==> src/hdl/kalc_pkg.sv <==
package kalc_pkg;

	// PIN length in key codes
	localparam int PIN_DIGITS = 4;
	localparam int DC_W = $clog2(PIN_DIGITS + 1);
	localparam int IDX_W = (PIN_DIGITS > 1) ? $clog2(PIN_DIGITS) : 1;
	localparam int PIN_W = 16;
	localparam int KEY_W = 4;
	localparam int TMO_W = 8;
	localparam int CFG_IDX_W = 3;
	localparam int CFG_DATA_W = 16;

	// Controller modes
	localparam logic [3:0] M_LOCKED = 4'd0;
	localparam logic [3:0] M_SLEEP = 4'd1;
	localparam logic [3:0] M_AUTH = 4'd2;
	localparam logic [3:0] M_MENU = 4'd3;
	localparam logic [3:0] M_ARM = 4'd4;
	localparam logic [3:0] M_BUZZ_ON = 4'd5;
	localparam logic [3:0] M_BUZZ_OFF = 4'd6;
	localparam logic [3:0] M_NEW_PIN = 4'd7;
	localparam logic [3:0] M_SAVE = 4'd8;
	localparam logic [3:0] M_ABOUT = 4'd9;

	// Event opcodes
	localparam logic [1:0] OP_TICK = 2'd0;
	localparam logic [1:0] OP_KEY = 2'd1;
	localparam logic [1:0] OP_UNLOCK = 2'd2;
	localparam logic [1:0] OP_INTRUDE = 2'd3;

	// Menu keys
	localparam logic [KEY_W-1:0] KEY_A = 4'd3;
	localparam logic [KEY_W-1:0] KEY_B = 4'd7;
	localparam logic [KEY_W-1:0] KEY_C = 4'd11;
	localparam logic [KEY_W-1:0] KEY_D = 4'd15;

	// Authentication outcome
	localparam logic [1:0] AUTH_NONE = 2'd0;
	localparam logic [1:0] AUTH_MATCH = 2'd1;
	localparam logic [1:0] AUTH_FAIL = 2'd2;

	// Configuration register indexes
	localparam logic [CFG_IDX_W-1:0] CFG_LONG_TMO = 3'd0;
	localparam logic [CFG_IDX_W-1:0] CFG_BUZZ_TMO = 3'd1;
	localparam logic [CFG_IDX_W-1:0] CFG_SAVE_TMO = 3'd2;
	localparam logic [CFG_IDX_W-1:0] CFG_POWER_PIN = 3'd3;

	// Reset values
	localparam logic [TMO_W-1:0] LONG_TMO_RST = 8'd120;
	localparam logic [TMO_W-1:0] BUZZ_TMO_RST = 8'd5;
	localparam logic [TMO_W-1:0] SAVE_TMO_RST = 8'd8;
	localparam logic [PIN_W-1:0] POWER_PIN_RST = 16'hDDDD;

	typedef struct packed {
		logic [1:0]       opcode;
		logic [KEY_W-1:0] key_code;
	} evt_t;

	typedef struct packed {
		logic [3:0]       mode;
		logic             buzzer_on;
		logic             sensor_armed;
		logic             unlock_enabled;
		logic [1:0]       auth_result;
		logic             save_strobe;
		logic [PIN_W-1:0] stored_pin_out;
	} res_t;

	typedef struct packed {
		logic [TMO_W-1:0] long_timeout;
		logic [TMO_W-1:0] buzzer_timeout;
		logic [TMO_W-1:0] save_timeout;
		logic [PIN_W-1:0] power_up_pin;
	} cfg_t;

	// Reset digit of the stored PIN; digits past the fourth are zero
	function automatic logic [KEY_W-1:0] pin_digit_rst(input int i);
		logic [PIN_W-1:0] sh;
		sh = POWER_PIN_RST >> (KEY_W * i);
		if (i < 4)
			return sh[KEY_W-1:0];
		else
			return '0;
	endfunction

endpackage

==> src/hdl/kalc_evt_if.sv <==
interface kalc_evt_if;
	logic                      valid;
	logic                      ready;
	logic [1:0]                opcode;
	logic [kalc_pkg::KEY_W-1:0] key_code;

	modport source (output valid, output opcode, output key_code, input ready);
	modport sink (input valid, input opcode, input key_code, output ready);
endinterface

==> src/hdl/kalc_res_if.sv <==
interface kalc_res_if;
	logic                      valid;
	logic                      ready;
	logic [3:0]                mode;
	logic                      buzzer_on;
	logic                      sensor_armed;
	logic                      unlock_enabled;
	logic [1:0]                auth_result;
	logic                      save_strobe;
	logic [kalc_pkg::PIN_W-1:0] stored_pin_out;

	modport source (output valid, output mode, output buzzer_on, output sensor_armed,
		output unlock_enabled, output auth_result, output save_strobe,
		output stored_pin_out, input ready);
	modport sink (input valid, input mode, input buzzer_on, input sensor_armed,
		input unlock_enabled, input auth_result, input save_strobe,
		input stored_pin_out, output ready);
endinterface

==> src/hdl/kalc_fsm.sv <==
module kalc_fsm (
	input  logic             clk,
	input  logic             arst_n,
	input  logic             step,
	input  kalc_pkg::evt_t   evt,
	input  kalc_pkg::cfg_t   cfg,
	output kalc_pkg::res_t   res
);

	logic [3:0]                         mode_q, mode_d;
	logic [kalc_pkg::TMO_W-1:0]         cd_q, cd_d;
	logic [kalc_pkg::DC_W-1:0]          dc_q, dc_d;
	logic [kalc_pkg::KEY_W-1:0]         ent_q [kalc_pkg::PIN_DIGITS];
	logic [kalc_pkg::KEY_W-1:0]         ent_d [kalc_pkg::PIN_DIGITS];
	logic [kalc_pkg::KEY_W-1:0]         sto_q [kalc_pkg::PIN_DIGITS];
	logic [kalc_pkg::KEY_W-1:0]         sto_d [kalc_pkg::PIN_DIGITS];
	logic                               buz_q, buz_d;
	logic                               arm_q, arm_d;
	logic                               unl_q, unl_d;
	logic [1:0]                         auth;
	logic                               strobe;
	logic                               expired;
	logic                               last_digit;
	logic                               same;
	logic [kalc_pkg::IDX_W-1:0]         idx;
	logic [kalc_pkg::PIN_W-1:0]         pin_packed;
	logic [kalc_pkg::PIN_W-1:0]         pin_held;

	assign expired = (cd_q == '0);
	assign idx = dc_q[kalc_pkg::IDX_W-1:0];
	assign last_digit = (dc_q == kalc_pkg::DC_W'(kalc_pkg::PIN_DIGITS - 1));

	// Next state for one item
	always_comb begin
		mode_d = mode_q;
		cd_d = cd_q;
		dc_d = dc_q;
		ent_d = ent_q;
		sto_d = sto_q;
		buz_d = buz_q;
		arm_d = arm_q;
		unl_d = unl_q;
		auth = kalc_pkg::AUTH_NONE;
		strobe = 1'b0;
		same = 1'b1;

		if (mode_q == kalc_pkg::M_LOCKED)
			unl_d = 1'b1;
		if (mode_q == kalc_pkg::M_MENU)
			unl_d = 1'b0;

		unique case (evt.opcode)
			kalc_pkg::OP_UNLOCK: begin
				if (unl_d) begin
					mode_d = kalc_pkg::M_AUTH;
					cd_d = cfg.long_timeout;
					dc_d = '0;
				end
			end
			kalc_pkg::OP_INTRUDE: begin
				if (arm_q) begin
					mode_d = kalc_pkg::M_BUZZ_ON;
					cd_d = cfg.buzzer_timeout;
				end
			end
			kalc_pkg::OP_KEY: begin
				priority if (mode_q == kalc_pkg::M_AUTH) begin
					ent_d[idx] = evt.key_code;
					dc_d = dc_q + 1'b1;
					if (last_digit) begin
						for (int i = 0; i < kalc_pkg::PIN_DIGITS; i++)
							if (ent_d[i] != sto_q[i])
								same = 1'b0;
						dc_d = '0;
						if (same) begin
							auth = kalc_pkg::AUTH_MATCH;
							mode_d = kalc_pkg::M_MENU;
							cd_d = cfg.long_timeout;
							unl_d = 1'b0;
						end else begin
							auth = kalc_pkg::AUTH_FAIL;
						end
					end
				end else if (mode_q == kalc_pkg::M_MENU) begin
					priority if (evt.key_code == kalc_pkg::KEY_A) begin
						mode_d = kalc_pkg::M_ARM;
						cd_d = cfg.long_timeout;
					end else if (evt.key_code == kalc_pkg::KEY_B) begin
						mode_d = kalc_pkg::M_BUZZ_OFF;
						cd_d = cfg.buzzer_timeout;
					end else if (evt.key_code == kalc_pkg::KEY_C) begin
						mode_d = kalc_pkg::M_NEW_PIN;
						cd_d = cfg.long_timeout;
						dc_d = '0;
					end else if (evt.key_code == kalc_pkg::KEY_D) begin
						mode_d = kalc_pkg::M_ABOUT;
						cd_d = cfg.long_timeout;
					end
				end else if (mode_q == kalc_pkg::M_NEW_PIN) begin
					sto_d[idx] = evt.key_code;
					dc_d = dc_q + 1'b1;
					if (last_digit) begin
						dc_d = '0;
						mode_d = kalc_pkg::M_SAVE;
						cd_d = cfg.save_timeout;
					end
				end
			end
			kalc_pkg::OP_TICK: begin
				unique case (mode_q)
					kalc_pkg::M_LOCKED: begin
						if (expired) begin
							mode_d = kalc_pkg::M_SLEEP;
							cd_d = '0;
						end else begin
							cd_d = cd_q - 1'b1;
						end
					end
					kalc_pkg::M_AUTH, kalc_pkg::M_MENU, kalc_pkg::M_NEW_PIN,
					kalc_pkg::M_ARM, kalc_pkg::M_BUZZ_ON, kalc_pkg::M_BUZZ_OFF,
					kalc_pkg::M_SAVE, kalc_pkg::M_ABOUT: begin
						if (expired) begin
							if (mode_q == kalc_pkg::M_ARM) begin
								buz_d = 1'b0;
								arm_d = 1'b1;
							end
							if (mode_q == kalc_pkg::M_BUZZ_ON) begin
								buz_d = 1'b1;
								arm_d = 1'b0;
							end
							if (mode_q == kalc_pkg::M_BUZZ_OFF)
								buz_d = 1'b0;
							if (mode_q == kalc_pkg::M_SAVE)
								strobe = 1'b1;
							mode_d = kalc_pkg::M_LOCKED;
							cd_d = cfg.long_timeout;
							unl_d = 1'b1;
						end else begin
							cd_d = cd_q - 1'b1;
						end
					end
					default: begin
					end
				endcase
			end
		endcase
	end

	// Pack the first four stored digits
	always_comb begin
		pin_packed = '0;
		for (int i = 0; i < kalc_pkg::PIN_DIGITS; i++)
			if (i < 4)
				pin_packed[kalc_pkg::KEY_W*(i%4) +: kalc_pkg::KEY_W] = sto_d[i];
	end

	// Pack the stored digits as they stand between items
	always_comb begin
		pin_held = '0;
		for (int i = 0; i < kalc_pkg::PIN_DIGITS; i++)
			if (i < 4)
				pin_held[kalc_pkg::KEY_W*(i%4) +: kalc_pkg::KEY_W] = sto_q[i];
	end

	assign res.mode = mode_d;
	assign res.buzzer_on = buz_d;
	assign res.sensor_armed = arm_d;
	assign res.unlock_enabled = unl_d;
	assign res.auth_result = auth;
	assign res.save_strobe = strobe;
	assign res.stored_pin_out = pin_packed;

	// Control state
	always_ff @(posedge clk or negedge arst_n) begin
		if (!arst_n) begin
			mode_q <= kalc_pkg::M_LOCKED;
			cd_q <= kalc_pkg::LONG_TMO_RST;
			dc_q <= '0;
			buz_q <= 1'b0;
			arm_q <= 1'b0;
			unl_q <= 1'b0;
			for (int i = 0; i < kalc_pkg::PIN_DIGITS; i++)
				sto_q[i] <= kalc_pkg::pin_digit_rst(i);
		end else if (step) begin
			mode_q <= mode_d;
			cd_q <= cd_d;
			dc_q <= dc_d;
			buz_q <= buz_d;
			arm_q <= arm_d;
			unl_q <= unl_d;
			sto_q <= sto_d;
		end
	end

	// Entered digits: written before any read
	always_ff @(posedge clk) begin
		if (step)
			ent_q <= ent_d;
	end

	// Digit count never reaches the PIN length between items
	a_dc_range: assert property (@(posedge clk) disable iff (!arst_n)
		dc_q < kalc_pkg::DC_W'(kalc_pkg::PIN_DIGITS))
		else $error("digit count overran");

	// Locked mode always leaves unlock enabled
	a_locked_unl: assert property (@(posedge clk) disable iff (!arst_n)
		step && res.mode == kalc_pkg::M_LOCKED |-> res.unlock_enabled)
		else $error("locked without unlock enabled");

	// Save strobe only on expiry of save mode
	a_strobe_src: assert property (@(posedge clk) disable iff (!arst_n)
		step && res.save_strobe |-> mode_q == kalc_pkg::M_SAVE && expired
			&& evt.opcode == kalc_pkg::OP_TICK)
		else $error("save strobe outside save mode");

	// Auth outcome only from a key in PIN entry
	a_auth_src: assert property (@(posedge clk) disable iff (!arst_n)
		step && res.auth_result != kalc_pkg::AUTH_NONE |->
			mode_q == kalc_pkg::M_AUTH && evt.opcode == kalc_pkg::OP_KEY && last_digit)
		else $error("auth outcome outside PIN entry");

	// Stored PIN changes only through new-PIN keys
	a_pin_hold: assert property (@(posedge clk) disable iff (!arst_n)
		!(step && mode_q == kalc_pkg::M_NEW_PIN && evt.opcode == kalc_pkg::OP_KEY)
			|=> $stable(pin_held))
		else $error("stored PIN changed outside new-PIN entry");

endmodule

==> src/hdl/keypad_alarm_lock_controller_top.sv <==
// Channel  Dir  Handshake      Payload
// evt      in   valid/ready    opcode[1:0], key_code[3:0]
// res      out  valid/ready    mode, buzzer_on, sensor_armed, unlock_enabled,
//                              auth_result, save_strobe, stored_pin_out
// cfg      in   cfg_we only    cfg_index[2:0], cfg_data[15:0]
//
// An item passes from acceptance through the input register, then through the
// mode logic into the result register. One item is accepted every cycle while
// the result is not stalled; the mode logic runs once per item.
// arst_n clears mode, counters and flags, loads the countdown and the timeouts
// with their defaults (long timeout 120) and loads the stored PIN with 0xDDDD.
// A stalled result holds the result register and the input register; evt.ready
// stays high while the input register is empty or moving forward.
module keypad_alarm_lock_controller_top (
	input  logic                                clk,
	input  logic                                arst_n,
	input  logic                                cfg_we,
	input  logic [kalc_pkg::CFG_IDX_W-1:0]      cfg_index,
	input  logic [kalc_pkg::CFG_DATA_W-1:0]     cfg_data,
	kalc_evt_if.sink                            evt,
	kalc_res_if.source                          res
);

	kalc_pkg::cfg_t cfg_q;
	kalc_pkg::evt_t evt_s1;
	logic           vld_s1;
	kalc_pkg::res_t res_d;
	kalc_pkg::res_t res_q;
	logic           res_vld_q;
	logic           adv;

	// Configuration registers
	always_ff @(posedge clk or negedge arst_n) begin
		if (!arst_n) begin
			cfg_q.long_timeout <= kalc_pkg::LONG_TMO_RST;
			cfg_q.buzzer_timeout <= kalc_pkg::BUZZ_TMO_RST;
			cfg_q.save_timeout <= kalc_pkg::SAVE_TMO_RST;
			cfg_q.power_up_pin <= kalc_pkg::POWER_PIN_RST;
		end else if (cfg_we) begin
			unique case (cfg_index)
				kalc_pkg::CFG_LONG_TMO: cfg_q.long_timeout <= cfg_data[kalc_pkg::TMO_W-1:0];
				kalc_pkg::CFG_BUZZ_TMO: cfg_q.buzzer_timeout <= cfg_data[kalc_pkg::TMO_W-1:0];
				kalc_pkg::CFG_SAVE_TMO: cfg_q.save_timeout <= cfg_data[kalc_pkg::TMO_W-1:0];
				kalc_pkg::CFG_POWER_PIN: cfg_q.power_up_pin <= cfg_data[kalc_pkg::PIN_W-1:0];
				default: begin
				end
			endcase
		end
	end

	// Advance when the result register is free or being drained
	assign adv = vld_s1 && (!res_vld_q || res.ready);
	assign evt.ready = !vld_s1 || adv;

	// Input register
	always_ff @(posedge clk or negedge arst_n) begin
		if (!arst_n)
			vld_s1 <= 1'b0;
		else if (evt.ready)
			vld_s1 <= evt.valid;
	end

	always_ff @(posedge clk) begin
		if (evt.ready && evt.valid) begin
			evt_s1.opcode <= evt.opcode;
			evt_s1.key_code <= evt.key_code;
		end
	end

	kalc_fsm u_fsm (
		.clk    (clk),
		.arst_n (arst_n),
		.step   (adv),
		.evt    (evt_s1),
		.cfg    (cfg_q),
		.res    (res_d)
	);

	// Result register
	always_ff @(posedge clk or negedge arst_n) begin
		if (!arst_n)
			res_vld_q <= 1'b0;
		else if (adv)
			res_vld_q <= 1'b1;
		else if (res.ready)
			res_vld_q <= 1'b0;
	end

	always_ff @(posedge clk) begin
		if (adv)
			res_q <= res_d;
	end

	assign res.valid = res_vld_q;
	assign res.mode = res_q.mode;
	assign res.buzzer_on = res_q.buzzer_on;
	assign res.sensor_armed = res_q.sensor_armed;
	assign res.unlock_enabled = res_q.unlock_enabled;
	assign res.auth_result = res_q.auth_result;
	assign res.save_strobe = res_q.save_strobe;
	assign res.stored_pin_out = res_q.stored_pin_out;

	// A result waiting downstream blocks the mode logic
	a_no_overwrite: assert property (@(posedge clk) disable iff (!arst_n)
		res_vld_q && !res.ready |-> !adv)
		else $error("result overwritten while stalled");

	// Every item in the input register reaches the result register
	a_in_hold: assert property (@(posedge clk) disable iff (!arst_n)
		vld_s1 && !adv |=> vld_s1 && $stable(evt_s1))
		else $error("input register lost an item");

	// A processed item always leaves a valid result
	a_res_after: assert property (@(posedge clk) disable iff (!arst_n)
		adv |=> res_vld_q)
		else $error("result missing after step");

endmodule
==> src/flat_wrapper.sv <==
// flat-port wrapper written by rule: the top's interface ports become plain ports
module keypad_alarm_lock_controller_top_flat 
  (clk, arst_n, cfg_we, cfg_index, cfg_data, evt_valid, evt_opcode, evt_key_code, evt_ready, res_valid, res_mode, res_buzzer_on, res_sensor_armed, res_unlock_enabled, res_auth_result, res_save_strobe, res_stored_pin_out, res_ready);
  kalc_evt_if evt_i ();
  kalc_res_if res_i ();
  input  logic clk;
  input  logic arst_n;
  input  logic cfg_we;
  input  logic [kalc_pkg::CFG_IDX_W-1:0] cfg_index;
  input  logic [kalc_pkg::CFG_DATA_W-1:0] cfg_data;
  input wire logic [$bits(evt_i.valid)-1:0] evt_valid;
  input wire logic [$bits(evt_i.opcode)-1:0] evt_opcode;
  input wire logic [$bits(evt_i.key_code)-1:0] evt_key_code;
  output wire logic [$bits(evt_i.ready)-1:0] evt_ready;
  output wire logic [$bits(res_i.valid)-1:0] res_valid;
  output wire logic [$bits(res_i.mode)-1:0] res_mode;
  output wire logic [$bits(res_i.buzzer_on)-1:0] res_buzzer_on;
  output wire logic [$bits(res_i.sensor_armed)-1:0] res_sensor_armed;
  output wire logic [$bits(res_i.unlock_enabled)-1:0] res_unlock_enabled;
  output wire logic [$bits(res_i.auth_result)-1:0] res_auth_result;
  output wire logic [$bits(res_i.save_strobe)-1:0] res_save_strobe;
  output wire logic [$bits(res_i.stored_pin_out)-1:0] res_stored_pin_out;
  input wire logic [$bits(res_i.ready)-1:0] res_ready;
  assign evt_i.valid = evt_valid;
  assign evt_i.opcode = evt_opcode;
  assign evt_i.key_code = evt_key_code;
  assign evt_ready = evt_i.ready;
  assign res_valid = res_i.valid;
  assign res_mode = res_i.mode;
  assign res_buzzer_on = res_i.buzzer_on;
  assign res_sensor_armed = res_i.sensor_armed;
  assign res_unlock_enabled = res_i.unlock_enabled;
  assign res_auth_result = res_i.auth_result;
  assign res_save_strobe = res_i.save_strobe;
  assign res_stored_pin_out = res_i.stored_pin_out;
  assign res_i.ready = res_ready;
  keypad_alarm_lock_controller_top u_core (.clk(clk), .arst_n(arst_n), .cfg_we(cfg_we), .cfg_index(cfg_index), .cfg_data(cfg_data), .evt(evt_i), .res(res_i));
endmodule
==> config.mk <==
export PLATFORM = sky130hd
export DESIGN_NAME = keypad_alarm_lock_controller_top_flat
export DESIGN_NICKNAME = d
export VERILOG_FILES = /design/src/hdl/kalc_pkg.sv /design/src/hdl/kalc_evt_if.sv /design/src/hdl/kalc_res_if.sv /design/src/hdl/kalc_fsm.sv /design/src/hdl/keypad_alarm_lock_controller_top.sv /design/src/flat_wrapper.sv
export SDC_FILE = /design/constraint.sdc
export NUM_CORES = 1
export LEC_CHECK = 0
export CORE_UTILIZATION = 45
export DETAILED_ROUTE_END_ITERATION = 6
export DONT_BUFFER_PORTS = 1
export SKIP_CTS_REPAIR_TIMING = 1
export SYNTH_ARGS = -nofsm -noshare
export SYNTH_HDL_FRONTEND = slang
export SYNTH_SLANG_ARGS = --single-unit
==> constraint.sdc <==
create_clock -name clk -period 2.42 [get_ports clk]
set_clock_uncertainty 0.15 [all_clocks]
set_input_delay 0.363 -clock clk [delete_from_list [all_inputs] [get_ports clk]]
set_output_delay 0.363 -clock clk [all_outputs]
set_load 0.01 [all_outputs]
==> results.json, run 1 <==
{
  "finalHoldViolations": 0,
  "clock-sinks": 108,
  "synthDistinctLibCells": 64,
  "io_buffers": 0,
  "utilization": 0.5909,
  "yosysSeqAreaShare": 0.5290,
  "antenna_found_initial": 0,
  "rsz0062_at_grt": "yes",
  "final_common_cell": "buf_4",
  "cts_root_buffer": "clkbuf_16",
  "ys.flop_type": "edfxtp_1",
  "postRouteAntennaNets": 0,
  "fmax_mhz": 370.4,
  "startpoint_type": "register",
  "status": "complete, but fails checks",
  "drt-total-wl_mm": 13.26,
  "synthToLayoutAreaGrowth_pct": 27.39,
  "finalSetupViolCount": 13,
  "rows": 40,
  "pre_cts_ws_ps": -339.8,
  "yosys-top-cells-area": "edfxtp_1 (26%), dfrtp_1 (16%), mux2_2 (15%)",
  "avgViaCountPerCell": 5.372,
  "overflow": 0,
  "drv_slew": 0,
  "grt_pass1_wl_mm": 20.91,
  "ir_drop_v": 0.0004838,
  "worstMarginPinSlew_ps": 540.9,
  "violations": "setup timing",
  "diodes": 0,
  "drv_cap": 0,
  "grt_usage": 0.2163,
  "syn_nets": 494,
  "die-area_mm2": 0.01293,
  "clk_pin_slew_ps": 70,
  "htreeDepth": 3,
  "io_pins": 58,
  "dieWidth_um": 113.7,
  "power.total_mw": 6.396,
  "start_util": 0.4638,
  "synth.avg_cell_area_um2": 12.37,
  "final_cell_mix": "buf_4 (93), mux2_2 (67), edfxtp_1 (48)",
  "firstDrtPassIters": 4,
  "synth_top_area_share": 0.2566,
  "path_max_fanout": 8,
  "hp-class": "in -> reg",
  "clk_latency_ps": 360,
  "synth_cells": 454,
  "fin_nets": 595,
  "reg2reg_depth": 10,
  "core_mm2": 0.01211,
  "drive_gt1_frac": 0.4429,
  "tritoncts": "built",
  "min_path_cells": 1,
  "dp_hpwl_mm": 9.334,
  "synth_warnings": 0,
  "p_per_area_mw_per_mm2": 893.7,
  "worstPathArrival_ps": 2790,
  "vias": 3911,
  "cts_buffer_depth": 2,
  "numCtsBuffers": 9,
  "grt_max_degree": 61,
  "synth-edff-count": 48,
  "leakage_nw": 2.882,
  "drc": 0,
  "cp.required_ps": 2510,
  "maxSlewHeadroom": 0.6381,
  "synth_area_mm2": 0.005618,
  "gp_congestion": 0.8473,
  "async_flop_share": 0.5556,
  "grt_pass1_vias": 3967,
  "wire_per_inst_um": 18.21,
  "synth.ff_latch_count": 108,
  "crit_path_end_kind": "register",
  "initialDrtViolationCount": 143,
  "timing.final.ws_setup_ps": -279.9,
  "die_h_um": 113.7,
  "path_class": "reg -> reg",
  "fin_crit_ps": 2700,
  "yosysTopAreaCell": "edfxtp_1",
  "period_share": 1.116
}
==> metal layers <==
metal	wire length (µm)	part of all wire	global-route usage
met1	6408	0.48	0.3078
met2	6115	0.46	0.3313
met3	504	0.038	0.03666
met4	231	0.017	0.08246
met5	0	0	0
==> area by class of cell <==
type	count	area [µm²]
clock buffers	10	229.0
inverters	24	90.09
well taps	168	210.2
repair buffers	112	937.1
flip-flops and latches	108	2975
fillers	1031	4955
multi-input cells	300	2651
clock inverters	6	63.81
==> kinds of logic (layout without fill, tap and decap cells) <==
group | Yosys count | after routing | synth area share
muxes | 93 | 93 | 0.1837
AOI/OAI and AO/OA | 76 | 76 | 0.09800
xor gates and xnor gates | 21 | 21 | 0.03274
adders and majority gates | 10 | 10 | 0.02227
buffers and inverters | 46 | 152 | 0.03430
DFF | 108 | 108 | 0.5290
and+or+nand+nor | 100 | 100 | 0.1000
==> where the power goes <==
group / switching [mW] / total, mW / leakage, nW / internal (mW)
logic: 1.13 / 2.37 / 1.58 / 1.24
clock network: 0.668 / 1.47 / 0.140 / 0.803
registers: 0.264 / 2.55 / 1.16 / 2.29
==> synth_stat cells, drive strengths merged, types with 2 or more instances <==
cell / number
buf: 5
xor2: 11
a21oi: 21
ha: 10
o21ai: 13
nor3b: 4
inv: 23
a31oi: 3
o22a: 3
o31ai: 3
a211oi: 2
mux2: 75
o221ai: 2
nor4b: 2
edfxtp: 48
nor2: 24
nor4: 7
dfstp: 23
or4: 2
a21boi: 2
o2bb2ai: 7
mux2i: 18
xnor2: 10
nand2b: 5
nor2b: 3
nand3: 4
nand2: 22
nand3b: 2
and2: 2
or3: 3
nand4: 4
a222oi: 6
dfrtp: 37
nor4bb: 3
nor3: 6
clkbuf: 17
a32oi: 2
==> state kept, by name, indices dropped and copies added (netlist names) <==
register,flops
u_core.evt_s1,6
u_core.res.sensor_armed,1
u_core.u_fsm.ent_q,16
u_core.res.auth_result,2
u_core.u_fsm.arm_q,1
u_core.vld_s1,1
u_core.u_fsm.unl_q,1
u_core.u_fsm.dc_q,3
u_core.res.valid,1
u_core.u_fsm.mode_q,4
u_core.res.buzzer_on,1
u_core.u_fsm.buz_q,1
u_core.u_fsm.cd_q,8
u_core.u_fsm.pin_held,16
u_core.res.save_strobe,1
u_core.res.stored_pin_out,16
u_core.res.unlock_enabled,1
u_core.cfg_q,24
u_core.res.mode,4
==> per-stage QoR <==
stage                     cell area [µm²]  TNS, ps  hold slack (ps)  cells
after floorplan                      5643   -416.8           -82.59    454
after global placement               6485    -2783           -80.40    692
after detailed placement             6485    -3624           -80.29    692
after CTS                            6778    -3833           -466.2    708
after global routing                 7157    -4234           0.7094    728
final                                7157    -2628            2.524    728
==> worst max-delay path, stage by stage (launching register included) <==
cell,delay [ps]
dfrtp_2,440
inv_2,100
buf_6,110
ha_4,170
mux2i_1,260
xnor2_1,90
nor4_1,250
buf_4,160
and4_4,250
a41oi_4,230
mux2_4,370
==> path summary, 6_finish.rpt <==
kind	from	end	slack (ps)
setup reg to reg	u_core.u_fsm.dc_q[0]$_DFFE_PN0P_	u_core.u_fsm.cd_q[1]$_DFFE_PN0P_	-280
max in group asynchronous	arst_n	u_core.cfg_q[38]$_DFFE_PN1P_	1420
hold reg to reg	u_core.vld_s1$_DFFE_PN0N_	u_core.res.valid$_DFFE_PN0P_	360
hold / removal	cfg_data[7]	u_core.cfg_q[23]$_DFFE_PN0P_	3
setup / recovery	u_core.u_fsm.dc_q[0]$_DFFE_PN0P_	u_core.u_fsm.cd_q[1]$_DFFE_PN0P_	-280
min in group asynchronous	arst_n	u_core.u_fsm.pin_held[9]$_DFFE_PN0P_	380
Note: power is estimated with default switching activity, not from simulation.
==> run 2: changes to the inputs <==
Settings changed: SYNTH_HIERARCHICAL set to 1, TNS_END_PERCENT set to 100.
==> run 2 against run 1 <==
  * The flow still finishes with violations (setup timing)
  * Global-route usage fell by 0.53 points
  * Critical path depth unchanged
  * Clock-buffer cell count grew 1
  * Register-to-register slack better by 30 ps
  * Sequential cell count did not move
  * Hold slack gained 4.5 ps
  * Non-clock buffer count shrank 26
  * Die area is 4.1% higher
  * First-iteration DRC count grew 95%
  * Sequential power rose by 6%
  * Critical path type unchanged
==> results.json, run 2 <==
{
  "ir_drop_v": 0.0005291,
  "hp-class": "in -> reg",
  "power.total_mw": 6.339,
  "drive_gt1_frac": 0.3774,
  "reg2reg_depth": 10,
  "cts_root_buffer": "clkbuf_16",
  "path_max_fanout": 8,
  "die_h_um": 116.0,
  "holdWs_ps": 7.049,
  "start_util": 0.4618,
  "tritoncts": "built",
  "tns_ps": -2379,
  "htreeDepth": 3,
  "largest_reg_flops": 24,
  "fin_crit_ps": 2671,
  "slowest_stage": "dfrtp_1",
  "io_buffers": 0,
  "reg2reg_setup_slack_ps": -250,
  "r2r-end": "u_core/u_fsm/cd_q[7]$_DFFE_PN0P_",
  "path_delay_family": "multiplexers",
  "dieWidth_um": 116.0,
  "die-area_mm2": 0.01346,
  "worstMarginPinSlew_ps": 631.9,
  "endpoint": "u_core/u_fsm/cd_q[7]$_DFFE_PN0P_",
  "fillers": 1091,
  "io_pins": 58,
  "top_register": "u_core/cfg_q",
  "utilization": 0.5535,
  "numCtsBuffers": 9,
  "clk_latency_ps": 360,
  "status": "complete, but fails checks",
  "antenna_found_initial": 0,
  "path_cells": "inv_2, ha_4, buf_6, mux2_4, xor2_2, nor4_4, nand4_2, a21oi_4, buf_12, mux2_4",
  "gp_congestion": 0.9278,
  "initialDrtViolationCount": 279,
  "drt-total-wl_mm": 13.16,
  "grt_pass1_vias": 4043,
  "finalSetupViolCount": 13,
  "drc": 0,
  "startpoint_type": "register",
  "hold_start": "cfg_data[6]",
  "p_per_area_mw_per_mm2": 903.9,
  "reg2reg_from": "u_core/u_fsm/dc_q[1]$_DFFE_PN0P_",
  "core_mm2": 0.01267,
  "rows": 41,
  "dp_hpwl_mm": 9.458,
  "overflow": 0,
  "crit_path_end_kind": "register",
  "finalHoldViolations": 0,
  "crit_path_start": "u_core/u_fsm/dc_q[1]$_DFFE_PN0P_",
  "vias": 4115,
  "fin_nets": 601,
  "cp.required_ps": 2510,
  "diodes": 0,
  "placed_cell_area_mm2": 0.006399,
  "drv_slew": 0,
  "synthToLayoutAreaGrowth_pct": 19.84,
  "postRouteAntennaNets": 0,
  "max_stage_delay_ps": 420,
  "worstPathArrival_ps": 2760,
  "synth_warnings": 6,
  "timing.final.ws_setup_ps": -250.8,
  "cts_buffer_depth": 2,
  "maxSlewHeadroom": 0.5770,
  "path_depth": 10,
  "syn_nets": 537,
  "synth.avg_cell_area_um2": 11.75,
  "fmax_mhz": 374.4,
  "final_cell_mix": "buf_4 (68), mux2_2 (54), edfxtp_1 (48)",
  "rsz0062_at_grt": "yes",
  "final_common_cell": "buf_4",
  "path_common_cell": "mux2_4",
  "cp_num_buf_inv": 3,
  "grt_usage": 0.2109,
  "violations": "setup timing",
  "drv_cap": 0,
  "firstDrtPassIters": 5,
  "synth_area_mm2": 0.005852,
  "leakage_nw": 2.826,
  "grt_pass1_wl_mm": 21.25,
  "synth_cells": 498,
  "clock-sinks": 108,
  "period_share": 1.104,
  "wire_per_inst_um": 17.80,
  "avgViaCountPerCell": 5.568,
  "path_class": "reg -> reg",
  "clk_pin_slew_ps": 70,
  "grt_max_degree": 61,
  "final_cell_area_mm2": 0.007013
}
==> run 2: worst min path at each step <==
stage | endpoint | slack (ps) | cells past startpoint
floorplan | u_core/cfg_q[16]$_DFFE_PN0P_ | -80 | 0
global placement | u_core/vld_s1$_DFFE_PN0P_ | -80 | 0
detailed placement | u_core/vld_s1$_DFFE_PN0P_ | -80 | 0
CTS | u_core/cfg_q[32]$_DFFE_PN0P_ | -470 | 0
global route | u_core/cfg_q[20]$_DFFE_PN0P_ | 0.4 | 1
finish | u_core/cfg_q[22]$_DFFE_PN0P_ | 7 | 1
==> run 2: cell type report <==
class,instances,area (µm²),share of cell area
clock buffers,11,254.0,0.03622
clock inverters,5,40.04,0.005709
multi-input cells,333,2719,0.3877
repair buffers,86,719.4,0.1026
inverters,24,92.59,0.01320
well taps,172,215.2,0.03069
flip-flops and latches,108,2973,0.4239
==> run 2: metrics by stage <==
stage	cells	setup WS [ps]
after global routing	739	-374.3
after floorplan	498	-169.6
final	739	-250.8
after global placement	703	-230.2
after CTS	719	-292.1
after detailed placement	703	-263.1
==> run 2: per-layer routing <==
metal  vias up  routed length [µm]  global-route usage
met1      2031                5898              0.2777
met4         0                 180             0.07692
met2       123                6410              0.3329
met3        15                 665             0.05805
met5         -                   0                   0
li1       1946                   -                   -
==> run 2: report_power, final <==
group          total, mW  leakage [nW]  switching [mW]  internal (mW)
logic               2.18          1.52            1.05           1.14
registers           2.70          1.16           0.366           2.34
clock network       1.45         0.147           0.680          0.773
total               6.34          2.83            2.09           4.25
==> run 3: changes to the inputs <==
Settings changed: ABC_AREA set to 1.
==> run 3 against run 2 <==
  * The run ends with hold timing left
  * Non-clock buffer count fell by 47
  * Area after synthesis fell by 1.1%
  * Sequential share of layout area is 2.2 points higher
  * Sequential cell count did not move
  * Critical path depth rose by 7
  * Total power is 16% lower
  * Wire length is 4.0% higher
  * Hold slack worse by 16 ps
  * Core utilization shrank 2.3 points
  * Combinational power decreased by 33%
  * Clock power is essentially flat
  * Setup slack better by 400 ps
==> results.json, run 3 <==
{
  "grt_pass1_vias": 4312,
  "path_common_cell": "nand2_1",
  "max_stage_delay_ps": 430,
  "hold_end": "u_core/cfg_q[18]$_DFFE_PN0P_",
  "htreeDepth": 3,
  "synth_cells": 702,
  "min_path_cells": 2,
  "drive_gt1_frac": 0.1655,
  "power_frac_clock": 0.270,
  "initialDrtViolationCount": 435,
  "io_pins": 58,
  "clk_latency_ps": 360,
  "reg2reg_depth": 17,
  "overflow": 0,
  "p_switching_mw": 1.809,
  "hp-class": "in -> reg",
  "r2r-end": "u_core/u_fsm/cd_q[3]$_DFFE_PN1P_",
  "dp.cells": 869,
  "rsz0062_at_grt": "no",
  "io_buffers": 0,
  "start_util": 0.4604,
  "die-area_mm2": 0.01332,
  "firstDrtPassIters": 4,
  "avgViaCountPerCell": 5.290,
  "path_cells": "buf_4, ha_4, buf_4, nand2_1, nand2_1, nand2_1, nand2_1, nor2_2, nand2_2, nor2_4, nand2_1, nand2_2, nand2_4, inv_6, nand3_1, nand2_1, inv_1",
  "p_int_mw": 3.543,
  "final_common_cell": "nand2_1",
  "fin_crit_ps": 2268,
  "antenna_found_initial": 0,
  "path_max_fanout": 8,
  "synth_area_mm2": 0.005787,
  "reg2reg_from": "u_core/u_fsm/dc_q[1]$_DFFE_PN0P_",
  "cts_root_buffer": "clkbuf_16",
  "maxSlewHeadroom": 0.6895,
  "crit_path_end_kind": "register",
  "swShare": 0.3380,
  "dp_hpwl_mm": 9.555,
  "startpoint_type": "register",
  "placed_cell_area_mm2": 0.006031,
  "dieWidth_um": 115.4,
  "use_met3": 0.05219,
  "wire_per_inst_um": 15.05,
  "numCtsBuffers": 9,
  "gp_congestion": 0.9208,
  "top_usage_layer": "met1",
  "period_share": 0.9373,
  "reg2reg_setup_slack_ps": 150,
  "p_seq_frac": 0.458,
  "die_h_um": 115.4,
  "path_class": "reg -> reg",
  "leakage_nw": 2.848,
  "cp.required_ps": 2560,
  "drv_slew": 0,
  "tritoncts": "built",
  "top_register": "u_core/cfg_q",
  "holdWs_ps": -8.850,
  "pwr-share-comb": 0.272,
  "finalHoldViolations": 4,
  "slowest_stage": "dfrtp_2",
  "finalSetupViolCount": 0,
  "clock-sinks": 108,
  "core_mm2": 0.01257,
  "status": "complete, but fails checks",
  "synth.avg_cell_area_um2": 8.243,
  "p_per_area_mw_per_mm2": 802.3,
  "synthToLayoutAreaGrowth_pct": 15.26,
  "fmax_mhz": 440.9,
  "final_cell_mix": "nand2_1 (245), nand3_1 (65), inv_1 (59)",
  "synth_warnings": 6,
  "syn_nets": 741,
  "final_cell_area_mm2": 0.006670,
  "tns_ps": 0,
  "grt_usage": 0.2203,
  "vias": 4809,
  "violations": "hold timing",
  "hold_start": "cfg_data[2]",
  "worstPathArrival_ps": 2410,
  "drv_cap": 0,
  "grt_util_met1": 0.3242,
  "drc": 0,
  "grt_max_degree": 61,
  "ir_drop_v": 0.0004389,
  "clk_pin_slew_ps": 70,
  "worstMarginPinSlew_ps": 465.2,
  "postRouteAntennaNets": 0,
  "utilization": 0.5307,
  "fin_nets": 771,
  "cts_buffer_depth": 2,
  "fin_cells": 909,
  "use_met2": 0.3134,
  "grt_pass1_wl_mm": 22.25,
  "largest_reg_flops": 24,
  "drt-total-wl_mm": 13.68,
  "rows": 41,
  "diodes": 0
}
-- run 3: metal layers --
layer | wire [µm] | part of all wire
met2 | 5979 | 0.44
met1 | 6747 | 0.49
met5 | 0 | 0
met3 | 736 | 0.054
met4 | 221 | 0.016
-- run 3: cell type report --
class                      instances  area [µm²]
clock buffer                      14       275.3
clock inverter                     2       13.76
fill                            1178        5898
inverter                          72       282.8
multi-input combinational        501        2541
sequential                       108        2974
tap                              172       215.2
timing repair buffer              39       362.8
timing repair inverter             1       5.005
-- run 3: through the flow --
stage	setup WS [ps]	total power, mW
2_1_floorplan	2.347	3.429
3_3_place_gp	7.196	3.741
3_5_place_dp	-16.61	3.764
4_1_cts	-41.14	5.219
5_1_grt	0.2611	5.684
6_report	151.7	5.351
-- run 3: worst max-delay path, delay by kind of cell, from the launching register on --
kind	cells	cell delay [ps]
and+or+nand+nor	12	1030
DFF	1	430
buffers and inverters	4	410
adders and majority gates	1	160
-- run 3: worst max path at each step --
stage	startpoint	end	slack [ps]	depth (start not counted)
floorplan	u_core/res.valid$_DFFE_PN0P_	u_core/u_fsm/ent_q[0]$_DFFE_PP_	2	4
global placement	u_core/u_fsm/dc_q[0]$_DFFE_PN0P_	u_core/res.unlock_enabled$_DFFE_PP_	7	13
detailed placement	u_core/u_fsm/dc_q[0]$_DFFE_PN0P_	u_core/res.unlock_enabled$_DFFE_PP_	-20	12
CTS	u_core/u_fsm/dc_q[0]$_DFFE_PN0P_	u_core/res.unlock_enabled$_DFFE_PP_	-40	12
global route	u_core/u_fsm/dc_q[1]$_DFFE_PN0P_	u_core/u_fsm/mode_q[0]$_DFFE_PN0P_	0.3	18
finish	u_core/u_fsm/dc_q[1]$_DFFE_PN0P_	u_core/u_fsm/cd_q[3]$_DFFE_PN1P_	150	17
-- run 3: power groups by stage --
stage / Combinational, mW / Clock [mW] / Sequential (mW)
finish: 1.46 / 1.44 / 2.45
global route: 1.65 / 1.56 / 2.48
CTS: 1.30 / 1.48 / 2.44
detailed placement: 1.29 / 0 / 2.47
global placement: 1.28 / 0 / 2.47
floorplan: 1.02 / 0 / 2.40
